===== src/hdl/hrbp_pkg.sv =====
// types and constants shared by the request byte parser
package hrbp_pkg;

	typedef enum logic [4:0] {
		ST_METHOD_START,
		ST_METHOD,
		ST_URI,
		ST_VER_H,
		ST_VER_T1,
		ST_VER_T2,
		ST_VER_P,
		ST_VER_SLASH,
		ST_MAJOR_START,
		ST_MAJOR,
		ST_MINOR_START,
		ST_MINOR,
		ST_NL1,
		ST_LINE_START,
		ST_LWS,
		ST_NAME,
		ST_SP_VALUE,
		ST_VALUE,
		ST_NL2,
		ST_NL3,
		ST_BODY
	} parse_state_t;

	typedef enum logic [1:0] {
		STATUS_MORE = 2'd0,
		STATUS_DONE = 2'd1,
		STATUS_BAD  = 2'd2
	} status_t;

	typedef enum logic [2:0] {
		CLASS_SYNTAX = 3'd0,
		CLASS_METHOD = 3'd1,
		CLASS_URI    = 3'd2,
		CLASS_NAME   = 3'd3,
		CLASS_VALUE  = 3'd4,
		CLASS_BODY   = 3'd5
	} byte_class_t;

	localparam logic [7:0] CHAR_CR = 8'h0d;
	localparam logic [7:0] CHAR_LF = 8'h0a;
	localparam logic [7:0] CHAR_SP = 8'h20;
	localparam logic [7:0] CHAR_TAB = 8'h09;
	localparam logic [7:0] CHAR_DEL = 8'h7f;
	localparam logic [7:0] CHAR_CTL_MAX = 8'h1f;
	localparam logic [7:0] CHAR_ASCII_MAX = 8'h7f;
	localparam logic [3:0] NAME_LEN = 4'd14;

	typedef struct packed {
		logic ctl;
		logic digit;
		logic token;
		logic ws;
	} hrbp_char_t;

	typedef struct packed {
		parse_state_t st;
		logic         any_header_seen;
		logic [3:0]   name_match_pos;
		logic         name_still_matches;
		logic         in_length_header;
		logic         length_header_found;
		logic         length_digits_ended;
		logic         length_digits_seen;
		logic [7:0]   major_count;
		logic [7:0]   minor_count;
	} hrbp_ctl_t;

	localparam hrbp_ctl_t CTL_RESET = '{
		st: ST_METHOD_START,
		any_header_seen: 1'b0,
		name_match_pos: 4'd0,
		name_still_matches: 1'b1,
		in_length_header: 1'b0,
		length_header_found: 1'b0,
		length_digits_ended: 1'b0,
		length_digits_seen: 1'b0,
		major_count: 8'd0,
		minor_count: 8'd0
	};

	typedef struct packed {
		status_t     status;
		byte_class_t cls;
		logic        header_begin;
		logic [7:0]  major_version;
		logic [7:0]  minor_version;
	} hrbp_res_t;

endpackage


===== src/hdl/hrbp_if.sv =====
// byte request and result channel interfaces
interface hrbp_byte_if;
	logic       valid;
	logic       ready;
	logic [7:0] byte_in;

	modport source(output valid, output byte_in, input ready);
	modport sink(input valid, input byte_in, output ready);
endinterface

interface hrbp_result_if #(
	parameter int LENGTH_BITS = 31
);
	logic                   valid;
	logic                   ready;
	logic [1:0]             status;
	logic [2:0]             byte_class;
	logic [7:0]             byte_out;
	logic                   header_begin;
	logic [7:0]             major_version;
	logic [7:0]             minor_version;
	logic [LENGTH_BITS-1:0] body_length;

	modport source(output valid, output status, output byte_class, output byte_out,
		output header_begin, output major_version, output minor_version,
		output body_length, input ready);
	modport sink(input valid, input status, input byte_class, input byte_out,
		input header_begin, input major_version, input minor_version,
		input body_length, output ready);
endinterface


===== src/hdl/hrbp_char_class.sv =====
// character class decode for one request byte
module hrbp_char_class import hrbp_pkg::*; (
	input  logic [7:0] c,
	output hrbp_char_t flags
);

	logic special;

	always_comb begin
		unique case (c)
			"(", ")", "<", ">", "@", ",", ";", ":", "\\", "\"",
			"/", "[", "]", "?", "=", "{", "}", CHAR_SP, CHAR_TAB: special = 1'b1;
			default: special = 1'b0;
		endcase
	end

	always_comb begin
		flags.ctl = (c <= CHAR_CTL_MAX) || (c == CHAR_DEL);
		flags.digit = (c >= "0") && (c <= "9");
		flags.token = (c <= CHAR_ASCII_MAX) && !flags.ctl && !special;
		flags.ws = (c == CHAR_SP) || (c == CHAR_TAB);
	end

endmodule


===== src/hdl/hrbp_step.sv =====
// one parse step: next state, byte class, header match and counters
module hrbp_step import hrbp_pkg::*; #(
	parameter int LENGTH_BITS = 31
) (
	input  logic [7:0]             c,
	input  hrbp_char_t             flags,
	input  hrbp_ctl_t              ctl,
	input  logic [LENGTH_BITS-1:0] length_value,
	input  logic [LENGTH_BITS-1:0] body_count,
	output hrbp_ctl_t              ctl_next,
	output logic [LENGTH_BITS-1:0] length_next,
	output logic [LENGTH_BITS-1:0] body_next,
	output hrbp_res_t              res,
	output logic [LENGTH_BITS-1:0] length_shown
);

	localparam int WIDE = LENGTH_BITS + 4;
	localparam logic [LENGTH_BITS-1:0] LEN_MAX = {LENGTH_BITS{1'b1}};

	function automatic logic [7:0] name_char(input logic [3:0] pos);
		logic [7:0] r;
		unique case (pos)
			4'd0:  r = "c";
			4'd1:  r = "o";
			4'd2:  r = "n";
			4'd3:  r = "t";
			4'd4:  r = "e";
			4'd5:  r = "n";
			4'd6:  r = "t";
			4'd7:  r = "-";
			4'd8:  r = "l";
			4'd9:  r = "e";
			4'd10: r = "n";
			4'd11: r = "g";
			4'd12: r = "t";
			4'd13: r = "h";
			default: r = 8'h00;
		endcase
		return r;
	endfunction

	parse_state_t st_next;
	logic         bad;

	logic [7:0]       lc;
	logic [3:0]       feed_pos;
	logic             feed_match;
	logic             name_hit;
	logic [3:0]       d;
	logic [11:0]      major_wide;
	logic [11:0]      minor_wide;
	logic [7:0]       major_inc;
	logic [7:0]       minor_inc;
	logic [WIDE-1:0]  length_wide;
	logic [LENGTH_BITS-1:0] length_inc;
	logic [LENGTH_BITS-1:0] body_inc;
	hrbp_ctl_t        upd;
	logic [LENGTH_BITS-1:0] len_upd;
	logic [LENGTH_BITS-1:0] body_upd;
	status_t          status;
	byte_class_t      cls;
	logic             hb;
	logic             value_feed;

	// next parse state and malformed detect
	always_comb begin
		st_next = ctl.st;
		bad = 1'b0;
		unique case (ctl.st)
			ST_METHOD_START: begin
				if (flags.token) st_next = ST_METHOD;
				else bad = 1'b1;
			end
			ST_METHOD: begin
				if (c == CHAR_SP) st_next = ST_URI;
				else if (!flags.token) bad = 1'b1;
			end
			ST_URI: begin
				if (c == CHAR_SP) st_next = ST_VER_H;
				else if (flags.ctl) bad = 1'b1;
			end
			ST_VER_H: begin
				if (c == "H") st_next = ST_VER_T1;
				else bad = 1'b1;
			end
			ST_VER_T1: begin
				if (c == "T") st_next = ST_VER_T2;
				else bad = 1'b1;
			end
			ST_VER_T2: begin
				if (c == "T") st_next = ST_VER_P;
				else bad = 1'b1;
			end
			ST_VER_P: begin
				if (c == "P") st_next = ST_VER_SLASH;
				else bad = 1'b1;
			end
			ST_VER_SLASH: begin
				if (c == "/") st_next = ST_MAJOR_START;
				else bad = 1'b1;
			end
			ST_MAJOR_START: begin
				if (flags.digit) st_next = ST_MAJOR;
				else bad = 1'b1;
			end
			ST_MAJOR: begin
				if (c == ".") st_next = ST_MINOR_START;
				else if (!flags.digit) bad = 1'b1;
			end
			ST_MINOR_START: begin
				if (flags.digit) st_next = ST_MINOR;
				else bad = 1'b1;
			end
			ST_MINOR: begin
				if (c == CHAR_CR) st_next = ST_NL1;
				else if (!flags.digit) bad = 1'b1;
			end
			ST_NL1: begin
				if (c == CHAR_LF) st_next = ST_LINE_START;
				else bad = 1'b1;
			end
			ST_LINE_START: begin
				if (c == CHAR_CR) st_next = ST_NL3;
				else if (ctl.any_header_seen && flags.ws) st_next = ST_LWS;
				else if (!flags.token) bad = 1'b1;
				else st_next = ST_NAME;
			end
			ST_LWS: begin
				if (c == CHAR_CR) st_next = ST_NL2;
				else if (flags.ws) st_next = ST_LWS;
				else if (flags.ctl) bad = 1'b1;
				else st_next = ST_VALUE;
			end
			ST_NAME: begin
				if (c == ":") st_next = ST_SP_VALUE;
				else if (!flags.token) bad = 1'b1;
			end
			ST_SP_VALUE: begin
				if (c == CHAR_SP) st_next = ST_VALUE;
				else bad = 1'b1;
			end
			ST_VALUE: begin
				if (c == CHAR_CR) st_next = ST_NL2;
				else if (flags.ctl) bad = 1'b1;
			end
			ST_NL2: begin
				if (c == CHAR_LF) st_next = ST_LINE_START;
				else bad = 1'b1;
			end
			ST_NL3: begin
				if (c == CHAR_LF) st_next = ST_BODY;
				else bad = 1'b1;
			end
			ST_BODY: st_next = ST_BODY;
			default: bad = 1'b1;
		endcase
	end

	// arithmetic helpers
	always_comb begin
		d = c[3:0] - 4'd0;
		lc = ((c >= "A") && (c <= "Z")) ? c + 8'd32 : c;
		feed_pos = (ctl.st == ST_LINE_START) ? 4'd0 : ctl.name_match_pos;
		feed_match = (ctl.st == ST_LINE_START) ? 1'b1 : ctl.name_still_matches;
		name_hit = feed_match && (feed_pos < NAME_LEN) && (name_char(feed_pos) == lc);
		major_wide = ({4'd0, ctl.major_count} << 3) + ({4'd0, ctl.major_count} << 1)
			+ {8'd0, d};
		minor_wide = ({4'd0, ctl.minor_count} << 3) + ({4'd0, ctl.minor_count} << 1)
			+ {8'd0, d};
		major_inc = (major_wide > 12'd255) ? 8'd255 : major_wide[7:0];
		minor_inc = (minor_wide > 12'd255) ? 8'd255 : minor_wide[7:0];
		length_wide = ({4'd0, length_value} << 3) + ({4'd0, length_value} << 1)
			+ WIDE'(d);
		length_inc = (length_wide > {4'd0, LEN_MAX}) ? LEN_MAX
			: length_wide[LENGTH_BITS-1:0];
		body_inc = (body_count < LEN_MAX) ? body_count + 1'b1 : body_count;
	end

	// field updates and result
	always_comb begin
		upd = ctl;
		upd.st = st_next;
		len_upd = length_value;
		body_upd = body_count;
		status = STATUS_MORE;
		cls = CLASS_SYNTAX;
		hb = 1'b0;
		value_feed = 1'b0;
		unique case (ctl.st)
			ST_METHOD_START, ST_METHOD: begin
				if (flags.token) cls = CLASS_METHOD;
			end
			ST_URI: begin
				if (c != CHAR_SP && !flags.ctl) cls = CLASS_URI;
			end
			ST_MAJOR_START, ST_MAJOR: begin
				if (flags.digit) upd.major_count = major_inc;
			end
			ST_MINOR_START, ST_MINOR: begin
				if (flags.digit) upd.minor_count = minor_inc;
			end
			ST_LINE_START: begin
				if (st_next == ST_NAME) begin
					upd.any_header_seen = 1'b1;
					upd.in_length_header = 1'b0;
					upd.name_match_pos = name_hit ? feed_pos + 4'd1 : feed_pos;
					upd.name_still_matches = name_hit;
					cls = CLASS_NAME;
					hb = 1'b1;
				end
			end
			ST_NAME: begin
				if (c == ":") begin
					if (ctl.name_still_matches && ctl.name_match_pos == NAME_LEN
						&& !ctl.length_header_found) begin
						upd.length_header_found = 1'b1;
						upd.in_length_header = 1'b1;
					end
				end else if (flags.token) begin
					if (ctl.name_still_matches) begin
						upd.name_match_pos = name_hit ? feed_pos + 4'd1 : feed_pos;
						upd.name_still_matches = name_hit;
					end
					cls = CLASS_NAME;
				end
			end
			ST_LWS: begin
				if (st_next == ST_VALUE) begin
					cls = CLASS_VALUE;
					value_feed = 1'b1;
				end
			end
			ST_VALUE: begin
				if (c != CHAR_CR && !flags.ctl) begin
					cls = CLASS_VALUE;
					value_feed = 1'b1;
				end
			end
			ST_NL3: begin
				if (c == CHAR_LF && length_value == '0) status = STATUS_DONE;
			end
			ST_BODY: begin
				cls = CLASS_BODY;
				body_upd = body_inc;
				if (body_inc >= length_value) status = STATUS_DONE;
			end
			default: ;
		endcase

		if (value_feed && ctl.in_length_header && !ctl.length_digits_ended) begin
			if (flags.ws) begin
				if (ctl.length_digits_seen) upd.length_digits_ended = 1'b1;
			end else if (flags.digit) begin
				upd.length_digits_seen = 1'b1;
				len_upd = length_inc;
			end else begin
				upd.length_digits_ended = 1'b1;
			end
		end

		if (bad) begin
			status = STATUS_BAD;
			cls = CLASS_SYNTAX;
			hb = 1'b0;
		end
	end

	always_comb begin
		res.status = status;
		res.cls = cls;
		res.header_begin = hb;
		res.major_version = upd.major_count;
		res.minor_version = upd.minor_count;
		length_shown = len_upd;
		if (status != STATUS_MORE) begin
			ctl_next = CTL_RESET;
			length_next = '0;
			body_next = '0;
		end else begin
			ctl_next = upd;
			length_next = len_upd;
			body_next = body_upd;
		end
	end

endmodule


===== src/hdl/http_request_byte_parser_unit.sv =====
// HTTP request byte parser: one result per request byte. A byte taken on byte_chan is held in
// an input register; when it advances, the parse step updates the parser state and loads the
// result register, so each byte's result is offered once it has passed both registers. One
// byte is accepted every cycle while results drain; the only loop is the parse state update,
// and byte_chan.ready drops only while a result waits and result_chan.ready is low.
module http_request_byte_parser_unit import hrbp_pkg::*; #(
	parameter int LENGTH_BITS = 31
) (
	input logic            clk,
	input logic            arst_n,
	hrbp_byte_if.sink      byte_chan,
	hrbp_result_if.source  result_chan
);

	logic                   valid_s1;
	logic [7:0]             byte_s1;
	logic                   valid_s2;
	hrbp_res_t              res_s2;
	logic [7:0]             byte_s2;
	logic [LENGTH_BITS-1:0] length_s2;

	hrbp_ctl_t              ctl_q;
	logic [LENGTH_BITS-1:0] length_q;
	logic [LENGTH_BITS-1:0] body_q;

	hrbp_char_t             flags;
	hrbp_ctl_t              ctl_next;
	logic [LENGTH_BITS-1:0] length_next;
	logic [LENGTH_BITS-1:0] body_next;
	hrbp_res_t              res;
	logic [LENGTH_BITS-1:0] length_shown;
	logic                   advance;

	assign advance = valid_s1 && (!valid_s2 || result_chan.ready);
	assign byte_chan.ready = !valid_s1 || advance;

	hrbp_char_class u_char_class (
		.c     (byte_s1),
		.flags (flags)
	);

	hrbp_step #(
		.LENGTH_BITS(LENGTH_BITS)
	) u_step (
		.c            (byte_s1),
		.flags        (flags),
		.ctl          (ctl_q),
		.length_value (length_q),
		.body_count   (body_q),
		.ctl_next     (ctl_next),
		.length_next  (length_next),
		.body_next    (body_next),
		.res          (res),
		.length_shown (length_shown)
	);

	always_ff @(posedge clk or negedge arst_n) begin
		if (!arst_n) begin
			valid_s1 <= 1'b0;
			valid_s2 <= 1'b0;
			ctl_q <= CTL_RESET;
			length_q <= '0;
			body_q <= '0;
		end else begin
			if (byte_chan.ready) valid_s1 <= byte_chan.valid;
			if (advance) begin
				valid_s2 <= 1'b1;
				ctl_q <= ctl_next;
				length_q <= length_next;
				body_q <= body_next;
			end else if (result_chan.ready) begin
				valid_s2 <= 1'b0;
			end
		end
	end

	always_ff @(posedge clk) begin
		if (byte_chan.ready && byte_chan.valid) byte_s1 <= byte_chan.byte_in;
		if (advance) begin
			res_s2 <= res;
			byte_s2 <= byte_s1;
			length_s2 <= length_shown;
		end
	end

	assign result_chan.valid = valid_s2;
	assign result_chan.status = res_s2.status;
	assign result_chan.byte_class = res_s2.cls;
	assign result_chan.byte_out = byte_s2;
	assign result_chan.header_begin = res_s2.header_begin;
	assign result_chan.major_version = res_s2.major_version;
	assign result_chan.minor_version = res_s2.minor_version;
	assign result_chan.body_length = length_s2;

endmodule


===== src/flat_wrapper.sv =====
// flat-port wrapper written by rule: the top's interface ports become plain ports
module http_request_byte_parser_unit_flat import hrbp_pkg::*;
#(
	parameter int LENGTH_BITS = 31
)
  (clk, arst_n, byte_chan_valid, byte_chan_byte_in, byte_chan_ready, result_chan_valid, result_chan_status, result_chan_byte_class, result_chan_byte_out, result_chan_header_begin, result_chan_major_version, result_chan_minor_version, result_chan_body_length, result_chan_ready);
  hrbp_byte_if byte_chan_i ();
  hrbp_result_if #(.LENGTH_BITS(LENGTH_BITS)) result_chan_i ();
  input logic clk;
  input logic arst_n;
  input wire logic [$bits(byte_chan_i.valid)-1:0] byte_chan_valid;
  input wire logic [$bits(byte_chan_i.byte_in)-1:0] byte_chan_byte_in;
  output wire logic [$bits(byte_chan_i.ready)-1:0] byte_chan_ready;
  output wire logic [$bits(result_chan_i.valid)-1:0] result_chan_valid;
  output wire logic [$bits(result_chan_i.status)-1:0] result_chan_status;
  output wire logic [$bits(result_chan_i.byte_class)-1:0] result_chan_byte_class;
  output wire logic [$bits(result_chan_i.byte_out)-1:0] result_chan_byte_out;
  output wire logic [$bits(result_chan_i.header_begin)-1:0] result_chan_header_begin;
  output wire logic [$bits(result_chan_i.major_version)-1:0] result_chan_major_version;
  output wire logic [$bits(result_chan_i.minor_version)-1:0] result_chan_minor_version;
  output wire logic [$bits(result_chan_i.body_length)-1:0] result_chan_body_length;
  input wire logic [$bits(result_chan_i.ready)-1:0] result_chan_ready;
  assign byte_chan_i.valid = byte_chan_valid;
  assign byte_chan_i.byte_in = byte_chan_byte_in;
  assign byte_chan_ready = byte_chan_i.ready;
  assign result_chan_valid = result_chan_i.valid;
  assign result_chan_status = result_chan_i.status;
  assign result_chan_byte_class = result_chan_i.byte_class;
  assign result_chan_byte_out = result_chan_i.byte_out;
  assign result_chan_header_begin = result_chan_i.header_begin;
  assign result_chan_major_version = result_chan_i.major_version;
  assign result_chan_minor_version = result_chan_i.minor_version;
  assign result_chan_body_length = result_chan_i.body_length;
  assign result_chan_i.ready = result_chan_ready;
  http_request_byte_parser_unit #(.LENGTH_BITS(LENGTH_BITS)) u_core (.clk(clk), .arst_n(arst_n), .byte_chan(byte_chan_i), .result_chan(result_chan_i));
endmodule

===== config.mk =====
export PLATFORM = sky130hd
export DESIGN_NAME = http_request_byte_parser_unit_flat
export DESIGN_NICKNAME = d
export VERILOG_FILES = /design/src/hdl/hrbp_pkg.sv /design/src/hdl/hrbp_if.sv /design/src/hdl/hrbp_char_class.sv /design/src/hdl/hrbp_step.sv /design/src/hdl/http_request_byte_parser_unit.sv /design/src/flat_wrapper.sv
export SDC_FILE = /design/constraint.sdc
export NUM_CORES = 1
export LEC_CHECK = 0
export BUFFER_PORTS_ARGS = -buffer_cell sky130_fd_sc_hd__buf_4
export CORE_MARGIN = 4
export CORE_UTILIZATION = 35
export DETAILED_ROUTE_END_ITERATION = 16
export GPL_ROUTABILITY_DRIVEN = 0
export PLACE_DENSITY_LB_ADDON = 0.08
export REMOVE_ABC_BUFFERS = 1
export SETUP_SLACK_MARGIN = 0.02
export SLEW_MARGIN = 20
export SYNTH_ARGS = -nofsm -noshare
export SYNTH_HDL_FRONTEND = slang
export SYNTH_SLANG_ARGS = --single-unit

===== constraint.sdc =====
create_clock -name clk -period 5.1 [get_ports clk]
set_clock_uncertainty 0.15 [all_clocks]
set_input_delay 0.51 -clock clk [delete_from_list [all_inputs] [get_ports clk]]
set_output_delay 0.51 -clock clk [all_outputs]
set_load 0.01 [all_outputs]

==> reports/qor.txt <==
CRITICAL PATH
-------------------------------------------------------------------------------------
Reg-to-reg slack, setup ................................................      0.48 ns
Worst setup EP type ....................................................     register
Data required time of the critical path ................................      5.35 ns
Worst path arrival time ................................................      4.87 ns
Start-to-end type of the worst setup path ..............................   reg -> reg
CP Launch Type .........................................................     register
CP max FO ..............................................................           50

STA
-------------------------------------------------------------------------------------
Final-layout setup total negative slack ................................         0 ns
Final Critical Period ..................................................      4.62 ns
Count of final setup violators .........................................            0
Worst hold margin ......................................................    0.0189 ns
Unrepaired setup endpoints after global routing ........................        false
Slew headroom ..........................................................        40.5%
Slew Limit Fails .......................................................            0
Fmax ...................................................................    0.216 GHz
Hold violation total from the final report .............................            0
Actual transition at the worst max-transition pin ......................     0.891 ns
Tcrit/Tclk final .......................................................        90.6%
Post-route setup slack .................................................     0.481 ns

SYNTHESIS
-------------------------------------------------------------------------------------
Synthesis warning total ................................................            0
EDFF count, synth ......................................................           69
Share of synthesized area occupied by flip-flops and latches ...........        36.1%
Avg Synthesized Cell Area ..............................................     9.06 µm²
Post-synthesis cell type with the largest combined area ................ sky130_fd_sc_hd__dfrtp_1
Main synth FF type ..................................................... sky130_fd_sc_hd__dfrtp_1
Synthesized netlist cell count .........................................        1,359
Main area contributors after synthesis ................................. sky130_fd_sc_hd__dfrtp_1 (19%), sky130_fd_sc_hd__edfxtp_1 (17%), sky130_fd_sc_hd__ha_1 (13%)
Synth async-reset ratio ................................................        57.9%
Post-synthesis cell type count .........................................           75
Synthesized flop and latch total .......................................          164
Mapped Area ............................................................   0.0123 mm²
Area share of the leading cell type in the synthesized netlist .........        19.1%

FINISH
-------------------------------------------------------------------------------------
Layout fillers .........................................................        3,468
Number of standard cells in the layout, taps in and fillers out ........        1,882
Nets@finish ............................................................        1,563
Area taken by multi-input logic gates ..................................  0.00731 mm²
Number of antenna diodes ...............................................            0
Finished Cell Area .....................................................   0.0141 mm²
Layout cell share with drive strength beyond 1 .........................        11.3%
Area taken by flip-flops and latches ...................................  0.00445 mm²
Synth-to-Final Area Change .............................................        14.5%
Leading cell type in the layout, fill and taps excluded ................ sky130_fd_sc_hd__ha_1
Most frequent cells in the layout ...................................... sky130_fd_sc_hd__ha_1 (131), sky130_fd_sc_hd__nand2_1 (104), sky130_fd_sc_hd__buf_4 (103)

CLOCKING
-------------------------------------------------------------------------------------
Insertion delay to the later sink of the worst-skew pair ...............      0.46 ns
H-tree levels ..........................................................            4
CTS root buffer ........................................................ sky130_fd_sc_hd__clkbuf_16
CTS buffer count .......................................................           17
Largest buffer count on any clock path .................................            2
TritonCTS clock tree ...................................................         done
Clock-pin slew of the registers on the worst-case setup and hold paths .      0.08 ns
Hold-fix buffers at CTS ................................................            0
TritonCTS Sinks ........................................................          164

FLOORPLANNING
-------------------------------------------------------------------------------------
Die height .............................................................       196 µm
Initial Utilization ....................................................        35.6%
Boundary Pins ..........................................................           75
Die Wd .................................................................       196 µm
Placeable Area .........................................................   0.0346 mm²
Number of placement rows ...............................................           68
Area enclosed by the die boundary ......................................   0.0382 mm²

GLOBAL ROUTE
-------------------------------------------------------------------------------------
Aggregate global-route resource usage ..................................        18.6%
Wire length of the first global-routing pass ...........................      57.6 mm
Largest net degree at the start of global routing ......................           62
Sum of overflow across all layers after global routing .................            0
Number of antenna violations at the first check in global routing ......            0
Vias in the first global route .........................................       10,400

ROUTING
-------------------------------------------------------------------------------------
DRC errors left ........................................................            0
Number of DRC markers after the initial detailed-route iteration .......          558
Via/cell ratio .........................................................         5.56
Final WL ...............................................................      35.6 mm
Via count ..............................................................       10,500
WL/cell ................................................................      18.9 µm
DRT Pass-1 Iters .......................................................            5
Final ANT Viol Nets ....................................................            0

PLACED DESIGN
-------------------------------------------------------------------------------------
I/O Buffers ............................................................           74
Half-perimeter wire length of the detailed placement result ............      25.5 mm
Placed standard-cell area ..............................................   0.0135 mm²
Worst slack at placement ...............................................     0.404 ns
Number of placed instances, taps included ..............................        1,850

WORST HOLD PATH
-------------------------------------------------------------------------------------
Hold Path Class ........................................................  in -> async

RUN
-------------------------------------------------------------------------------------
Number of max-capacitance violations reported ..........................            0

POWER AND IR DROP
-------------------------------------------------------------------------------------
Power per unit of standard cell area ...................................   224 mW/mm²
Leakage power ..........................................................      6.23 nW
Worst voltage drop across the vdd grid .................................   0.000247 V

RUN STATUS
-------------------------------------------------------------------------------------
Run status ............................................................. complete, no violations

-- state kept, by name, indices dropped and copies added, names as in the netlist --
register / cells
u_core.body_q: 31
u_core.ctl_q: 31
u_core.length_q: 31
u_core.result_chan.body_length: 31
u_core.byte_s1: 8
u_core.result_chan.byte_out: 8
u_core.result_chan.major_version: 8
u_core.result_chan.minor_version: 8
u_core.result_chan.byte_class: 3
u_core.result_chan.status: 2
u_core.result_chan.header_begin: 1
u_core.result_chan.valid: 1
u_core.valid_s1: 1
-- cell usage after synthesis (4+ instances only) --
library cell	number
sky130_fd_sc_hd__a2111oi_0	4
sky130_fd_sc_hd__a211o_1	5
sky130_fd_sc_hd__a211oi_1	10
sky130_fd_sc_hd__a21o_1	20
sky130_fd_sc_hd__a21oi_1	93
sky130_fd_sc_hd__a22o_1	24
sky130_fd_sc_hd__a31oi_1	71
sky130_fd_sc_hd__and2_1	7
sky130_fd_sc_hd__and3_1	22
sky130_fd_sc_hd__and4_1	5
sky130_fd_sc_hd__buf_2	8
sky130_fd_sc_hd__buf_4	4
sky130_fd_sc_hd__clkbuf_1	56
sky130_fd_sc_hd__dfrtp_1	94
sky130_fd_sc_hd__edfxtp_1	69
sky130_fd_sc_hd__fa_1	6
sky130_fd_sc_hd__ha_1	131
sky130_fd_sc_hd__inv_1	80
sky130_fd_sc_hd__mux2i_1	21
sky130_fd_sc_hd__nand2_1	104
sky130_fd_sc_hd__nand2b_1	20
sky130_fd_sc_hd__nand3_1	41
sky130_fd_sc_hd__nand3b_1	7
sky130_fd_sc_hd__nand4_1	19
sky130_fd_sc_hd__nor2_1	94
sky130_fd_sc_hd__nor2b_1	17
sky130_fd_sc_hd__nor3_1	26
sky130_fd_sc_hd__nor4_1	26
sky130_fd_sc_hd__o2111ai_1	5
sky130_fd_sc_hd__o211ai_1	11
sky130_fd_sc_hd__o21a_1	6
sky130_fd_sc_hd__o21ai_0	81
sky130_fd_sc_hd__o21ai_1	8
sky130_fd_sc_hd__o21bai_1	5
sky130_fd_sc_hd__o22a_1	10
sky130_fd_sc_hd__o22ai_1	5
sky130_fd_sc_hd__o31a_1	5
sky130_fd_sc_hd__o31ai_1	4
sky130_fd_sc_hd__or3_1	6
sky130_fd_sc_hd__or4_1	5
sky130_fd_sc_hd__xnor2_1	41
sky130_fd_sc_hd__xor2_1	26
-- through the flow --
step	utilization (%)	total power [mW]
CTS	40.7	3.20
global route	40.7	3.29
detailed placement	38.9	1.85
floorplan	-	1.65
finish	40.7	3.16
global placement	38.9	1.85
-- timing repair --
item / CTS / global route
gates resized for setup: 0 / 3
buffers inserted: 0 / 0
setup endpoints to repair: 0 / 28
-- area by class of cell --
type	instances	share of cell area, %
clock buffers	17	3.02
clock inverters	15	1.30
inverters	82	2.19
multi-input cells	1042	51.8
flip-flops and latches	164	31.6
well taps	455	4.04
repair buffers	107	6.05
-- critical path, cell delays in order (launching register included) --
cell	delay [ns]
sky130_fd_sc_hd__dfrtp_1	0.44
sky130_fd_sc_hd__nand3_1	0.22
sky130_fd_sc_hd__nor3b_1	0.41
sky130_fd_sc_hd__nand4_1	0.21
sky130_fd_sc_hd__and4_1	0.34
sky130_fd_sc_hd__and3_1	0.23
sky130_fd_sc_hd__nand2_1	0.12
sky130_fd_sc_hd__xnor2_1	0.14
sky130_fd_sc_hd__ha_1	0.27
sky130_fd_sc_hd__a41oi_1	0.24
sky130_fd_sc_hd__o21ai_0	0.13
sky130_fd_sc_hd__a221oi_1	0.33
sky130_fd_sc_hd__a31oi_1	0.15
sky130_fd_sc_hd__nor2_1	0.15
sky130_fd_sc_hd__o21ai_2	0.16
sky130_fd_sc_hd__nor4_4	0.29
sky130_fd_sc_hd__buf_12	0.27
sky130_fd_sc_hd__nor2b_1	0.16
sky130_fd_sc_hd__mux2_2	0.15
-- power by group --
group / internal (mW) / switching, mW
Sequential: 1.42 / 0.0216
Clock: 0.666 / 0.676
Combinational: 0.128 / 0.243
Total: 2.22 / 0.941
-- routing by layer --
| layer | track usage, % | share of wire, % | up-vias |
|---|---|---|---|
| met2 | 30.8 | 48 | 211 |
| met3 | 2.61 | 3.3 | 44 |
| met4 | 6.08 | 2.2 | 0 |
| met1 | 25.0 | 47 | 5042 |
| met5 | 0 | 0 | - |
| li1 | - | - | 5168 |
-- cells by family after synthesis --
family / synth area share, %
and+or+nand+nor: 17.0
muxes: 1.89
adders and majority gates: 14.3
xor gates and xnor gates: 4.77
AOI/OAI and AO/OA: 20.9
buffers and inverters: 4.99
DFF: 36.1
-- worst paths after layout --
kind	start	endpoint	cells past startpoint
max	u_core.body_q[3]	u_core.body_q[24]	18
min	arst_n	u_core.ctl_q[7]	1
max reg2reg	u_core.body_q[3]	u_core.body_q[24]	18
min reg2reg	u_core.ctl_q[18]	u_core.ctl_q[18]	2
max in group asynchronous	arst_n	u_core.body_q[26]	2
min in group clk	byte_chan_byte_in[1]	u_core.byte_s1[1]	1
Power figures use the tool's default switching activity.
